File: src/rtl/core/nattcp_pkg.sv
// Package for the NAT TCP connection tracker: field widths, state and
// command codes, flag bit positions and the table entry type.
// No dependencies.
`default_nettype none

package nattcp_pkg;

    localparam int CMD_W            = 2;
    localparam int CONN_INDEX_W     = 8;
    localparam int FLAGS_W          = 8;
    localparam int SEQ_W            = 32;
    localparam int STATE_W          = 4;
    localparam int NUM_CONNECTIONS_DEF = 256;

    localparam int FLAG_FIN_BIT = 0;
    localparam int FLAG_SYN_BIT = 1;
    localparam int FLAG_RST_BIT = 2;
    localparam int FLAG_ACK_BIT = 4;

    typedef enum logic [CMD_W-1:0] {
        CMD_NEW_OUT = 2'd0,
        CMD_NEW_IN  = 2'd1,
        CMD_UPD_OUT = 2'd2,
        CMD_UPD_IN  = 2'd3
    } t_cmd;

    typedef enum logic [STATE_W-1:0] {
        ST_CLOSED        = 4'd0,
        ST_SYN_SENT      = 4'd1,
        ST_SYN_RCVD_PROC = 4'd2,
        ST_SYN_RCVD      = 4'd3,
        ST_ESTAB         = 4'd4,
        ST_FW1           = 4'd5,
        ST_FW2           = 4'd6,
        ST_CLOSING       = 4'd7,
        ST_TIME_WAIT     = 4'd8,
        ST_CLOSE_WAIT    = 4'd9,
        ST_LAST_ACK      = 4'd10
    } t_tcp_state;

    typedef struct packed {
        t_tcp_state       state;
        logic [SEQ_W-1:0] fin_sent;
        logic [SEQ_W-1:0] fin_recv;
    } t_entry;

endpackage

`default_nettype wire

File: src/rtl/core/nattcp_next.sv
// Next-entry logic: applies the TCP transition rules of one segment to a
// table entry and returns the updated entry.
// Depends on nattcp_pkg.
`default_nettype none

module nattcp_next import nattcp_pkg::*; (
    input  wire t_cmd               i_command,
    input  wire logic [FLAGS_W-1:0] i_tcp_flags,
    input  wire logic [SEQ_W-1:0]   i_seq_number,
    input  wire logic [SEQ_W-1:0]   i_ack_number,
    input  wire t_entry             i_entry,
    output t_entry                  o_entry
);

    logic       syn;
    logic       ack;
    logic       fin;
    logic       rst;
    logic       ack_past_fin;
    t_tcp_state cur;

    assign syn          = i_tcp_flags[FLAG_SYN_BIT];
    assign ack          = i_tcp_flags[FLAG_ACK_BIT];
    assign fin          = i_tcp_flags[FLAG_FIN_BIT];
    assign rst          = i_tcp_flags[FLAG_RST_BIT];
    assign ack_past_fin = ack && (i_ack_number > i_entry.fin_sent);
    assign cur          = rst ? ST_CLOSED : i_entry.state;

    always_comb begin
        o_entry = i_entry;
        case (i_command)
            CMD_NEW_OUT, CMD_NEW_IN: begin
                if (syn) begin
                    o_entry.state    = (i_command == CMD_NEW_OUT) ? ST_SYN_SENT
                                                                  : ST_SYN_RCVD_PROC;
                    o_entry.fin_sent = '0;
                    o_entry.fin_recv = '0;
                end else begin
                    o_entry.state = ST_CLOSED;
                end
            end
            CMD_UPD_OUT: begin
                o_entry.state = cur;
                case (cur)
                    ST_CLOSED: begin
                        if (syn) begin
                            o_entry.state    = ack ? ST_SYN_RCVD : ST_SYN_SENT;
                            o_entry.fin_sent = '0;
                            o_entry.fin_recv = '0;
                        end
                    end
                    ST_SYN_RCVD_PROC: begin
                        if (ack && syn) begin
                            o_entry.state = ST_SYN_RCVD;
                        end
                    end
                    ST_SYN_RCVD, ST_ESTAB, ST_CLOSE_WAIT: begin
                        if (fin) begin
                            o_entry.state    = (cur == ST_CLOSE_WAIT) ? ST_LAST_ACK : ST_FW1;
                            o_entry.fin_sent = i_seq_number;
                        end else if (syn) begin
                            o_entry.state    = ST_SYN_SENT;
                            o_entry.fin_sent = '0;
                            o_entry.fin_recv = '0;
                        end
                    end
                    ST_FW1, ST_FW2, ST_CLOSING, ST_TIME_WAIT, ST_LAST_ACK: begin
                        if (syn) begin
                            o_entry.state    = ST_SYN_SENT;
                            o_entry.fin_sent = '0;
                            o_entry.fin_recv = '0;
                        end
                    end
                    default: begin
                    end
                endcase
            end
            default: begin
                o_entry.state = cur;
                case (cur)
                    ST_CLOSED: begin
                        if (syn) begin
                            o_entry.state    = ST_SYN_RCVD_PROC;
                            o_entry.fin_sent = '0;
                            o_entry.fin_recv = '0;
                        end
                    end
                    ST_SYN_SENT: begin
                        if (syn) begin
                            o_entry.state = ack ? ST_ESTAB : ST_SYN_RCVD;
                        end
                    end
                    ST_SYN_RCVD: begin
                        if (ack) begin
                            o_entry.state = ST_ESTAB;
                        end
                    end
                    ST_ESTAB, ST_FW1, ST_FW2: begin
                        if (fin) begin
                            o_entry.state    = (cur == ST_ESTAB) ? ST_CLOSE_WAIT : ST_TIME_WAIT;
                            o_entry.fin_recv = i_seq_number;
                        end else if ((cur == ST_FW1) && ack_past_fin) begin
                            o_entry.state = ST_FW2;
                        end else if (syn) begin
                            o_entry.state    = ST_SYN_RCVD_PROC;
                            o_entry.fin_sent = '0;
                            o_entry.fin_recv = '0;
                        end
                    end
                    ST_LAST_ACK: begin
                        if (ack_past_fin) begin
                            o_entry.state = ST_TIME_WAIT;
                        end else if (syn) begin
                            o_entry.state    = ST_SYN_RCVD_PROC;
                            o_entry.fin_sent = '0;
                            o_entry.fin_recv = '0;
                        end
                    end
                    default: begin
                    end
                endcase
            end
        endcase
    end

endmodule

`default_nettype wire

File: config.mk
export PLATFORM = sky130hd
export DESIGN_NAME = nattcp_next
export DESIGN_NICKNAME = d
export VERILOG_FILES = /design/src/rtl/core/nattcp_pkg.sv /design/src/rtl/core/nattcp_next.sv
export SDC_FILE = /design/constraint.sdc
export NUM_CORES = 1
export LEC_CHECK = 0
export ABC_AREA = 0
export BUFFER_PORTS_ARGS = -buffer_cell sky130_fd_sc_hd__buf_2
export CORE_ASPECT_RATIO = 0.75
export CORE_MARGIN = 4
export CORE_UTILIZATION = 35
export DETAILED_ROUTE_END_ITERATION = 8
export GPL_ROUTABILITY_DRIVEN = 0
export PLACE_DENSITY = 0.73
export SLEW_MARGIN = 20
export SYNTH_ARGS = -nofsm -noshare
export SYNTH_HDL_FRONTEND = slang
export SYNTH_SLANG_ARGS = --single-unit
File: constraint.sdc
create_clock -name vclk -period 3.2
set_input_delay 0.16 -clock vclk [all_inputs]
set_output_delay 0.16 -clock vclk [all_outputs]
set_load 0.1 [all_outputs]
==> results.md <==
- Instance count on the critical path: 12
- Hold Crit Class: in2out
- Area after DPL: 4590 sq um
- Final hold vios: 0
- Synth Instances: 377
- Switching power: 855 uW
- Total Routed Length: 13100 microns
- Die ar.: 8660 sq um
- Clock Power Share: 0
- Max_slew headroom: 0.486
- I/O Buffers: 206
- Logic pwr share: 1.000
- Diodes inserted: 0
- Fraction of layout cells with a size suffix above 1: 0.415
- Pin count of the biggest net entering global routing: 30
- Status: completed
- Final Max Slew Viols: 0
- Worst Tran Pin Value: 0.765 ns
- Vias/cell: 6.18
- TritonRoute pass-1 iters: 6
- Maximum vdd drop: 203 uV
- Clock buffers: 0
- Fin nets: 745
- CP peak stage delay: 0.62 ns
- HPWL after DPL: 10500 microns
- Post-Syn Nets: 551
- Core area: 6930 sq um
- DRT iter0 DRCs: 596
- Fin crit share: 0.958
- WS Path Type: in2out
- Post-route ant nets: 0
- Tmin final: 3.06 ns
- Global-route wire length before repair: 19900 microns
- Fmax achieved: 326 MHz
- RSZ-0062 raised after global routing: false
- Net Sw Frac: 0.653
- Die Wd: 106 microns
- Sequential Power Share: 0
- Number of global-route vias before repair: 4046
- Site row count: 26
- Die extent in y: 81.6 microns
- Most frequent CP cell: buf_12
- Gr ovfl total: 0
- CP Data Arrival Time: 2.90 ns
- Post-Layout Cell Count: 667
- Register area share after synthesis: 0
- Cells after DPL: 665
- Synth warnings: 0
- Final setup TNS: 0 ns
- Crit path max-delay family: simple AND/OR/NAND/NOR gates
- Routed via count: 4124
- Startpoint types: primary input
- Critical path buffer and inverter count: 4
- Post-Syn Area: 2530 sq um
- Fillers: 581
- DR WL/cell: 19.7 microns
- CP required: 3.04 ns
- CP Max Fanout: 16
- P_leak: 2.19 nW
- Final Power: 1.31 mW
- Critical Path End Type: primary output
- Initial antenna violation count: 0
- Reg area: 0 sq um
- Area of the multi-input gates: 2250 sq um
- Synth Area per Inst: 6.71 sq um
- # DRC: 0
- Final instance area: 4620 sq um
- Layout Area Growth over Synthesis: 82.9%
- Min-delay src: i_entry[5]
- Hold path cells: 3
- MaxCap Viol Count: 0
- Pint: 455 uW
- Critical-path cell list: buf_2 > inv_1 > ha_1 > nand4_1 > or4_4 > nand3_1 > a311oi_1 > nor3_2 > a21oi_4 > buf_12 > a22o_1 > buf_12
- # IOs: 210
- Initial core utilization: 0.365
- CP Launch Point: i_entry[45]
- Slowest cell on crit path: or4_4
- Tot GR Track Use: 0.280
- Seq_cells: 0
- Count of final setup violators: 0
- Unique masters post-synth: 55
- Pwr dens: 283 nW/um^2
-- final cells by class --
| class | count | area share |
|---|---|---|
| repair buffers | 219 | 0.451 |
| inverters | 43 | 0.0349 |
| well taps | 98 | 0.0265 |
| multi-input cells | 307 | 0.487 |
-- cell usage after synthesis (2+ instances only) --
master,number,area (sq um)
a21oi_1,40,200
inv_1,40,150
nand2_1,34,128
ha_1,32,400
a22o_1,31,272
a32o_1,25,250
o21ai_0,25,125
clkbuf_1,15,56.3
nor2_1,14,52.6
a31oi_1,10,62.6
nand4_1,9,56.3
nor3_1,9,45.0
a31o_1,7,61.3
nor4_1,7,43.8
buf_6,6,67.6
nand2b_1,5,31.3
a211oi_1,4,30.0
a21o_1,4,30.0
nand3_1,4,20.0
or3_1,4,25.0
a22oi_1,3,22.5
a311oi_1,3,26.3
buf_1,3,11.3
inv_2,3,11.3
o21ai_1,3,15.0
buf_2,2,10.0
buf_4,2,15.0
mux2i_1,2,20.0
nor2b_1,2,12.5
o31ai_1,2,15.0
o32a_1,2,20.0
or4_4,2,22.5
-- cells by family (layout without fill, tap and decap cells) --
kind of cell,Yosys count,in the layout,share of synthesized area
compound gates,173,174,0.504
simple gates,97,97,0.195
buf+inv,71,262,0.127
fa+ha+maj,32,32,0.158
xor+xnor,2,2,0.00693
mux,2,2,0.00792
-- layer usage --
| metal | GRT usage | routed length, microns | up-vias |
|---|---|---|---|
| li1 | - | - | 1865 |
| met1 | 0.337 | 5020 | 1866 |
| met2 | 0.507 | 6130 | 333 |
| met3 | 0.0401 | 1400 | 60 |
| met4 | 0.111 | 593 | 0 |
| met5 | 0 | 0 | - |
-- worst min-delay path: cells and delay by family --
family / cells / cell delay [ns]
buffers and inverters: 2 / 0.26
AOI/OAI and AO/OA: 1 / 0.16
-- cells in the final DEF, fill, tap and decap left out, drive strengths merged, types with 10 or more instances in the layout --
| master | netlist | final |
|---|---|---|
| inv | 43 | 43 |
| nand2 | 34 | 34 |
| a22o | 31 | 31 |
| a31oi | 11 | 11 |
| a21oi | 41 | 42 |
| nand4 | 10 | 10 |
| buf | 13 | 219 |
| nor2 | 14 | 14 |
| a32o | 25 | 25 |
| ha | 32 | 32 |
| nor3 | 10 | 10 |
| o21ai | 29 | 29 |
-- final timing paths --
path / to / slack (ns)
worst max-delay path: o_entry[12] / 0.14
worst min-delay path: o_entry[5] / 0.74
-- power by group through the flow --
stage | clock network (mW) | logic, mW | registers, mW
6_report | 0 | 1.31 | 0
5_1_grt | 0 | 1.36 | 0
4_1_cts | 0 | 1.30 | 0
3_5_place_dp | 0 | 1.29 | 0
3_3_place_gp | 0 | 1.27 | 0
2_1_floorplan | 0 | 0.807 | 0
-- stage by stage --
| stage | utilization | hold slack, ns | setup slack [ns] |
|---|---|---|---|
| CTS | 0.663 | 0.743 | 0.00800 |
| detailed placement | 0.662 | 0.742 | -0.0876 |
| global route | 0.667 | 0.745 | 0.00148 |
| floorplan | - | 0.683 | 0.0580 |
| finish | 0.667 | 0.744 | 0.135 |
| global placement | 0.662 | 0.742 | -0.00960 |
-- what timing repair did --
action,in CTS,in global routing
setup buffers,0,1
hold buffers,0,0
pin swaps,1,2
gates cloned,1,0
setup endpoints to repair,31,31
gates resized for setup,0,1
No activity file was read; power rests on OpenSTA's default activity.
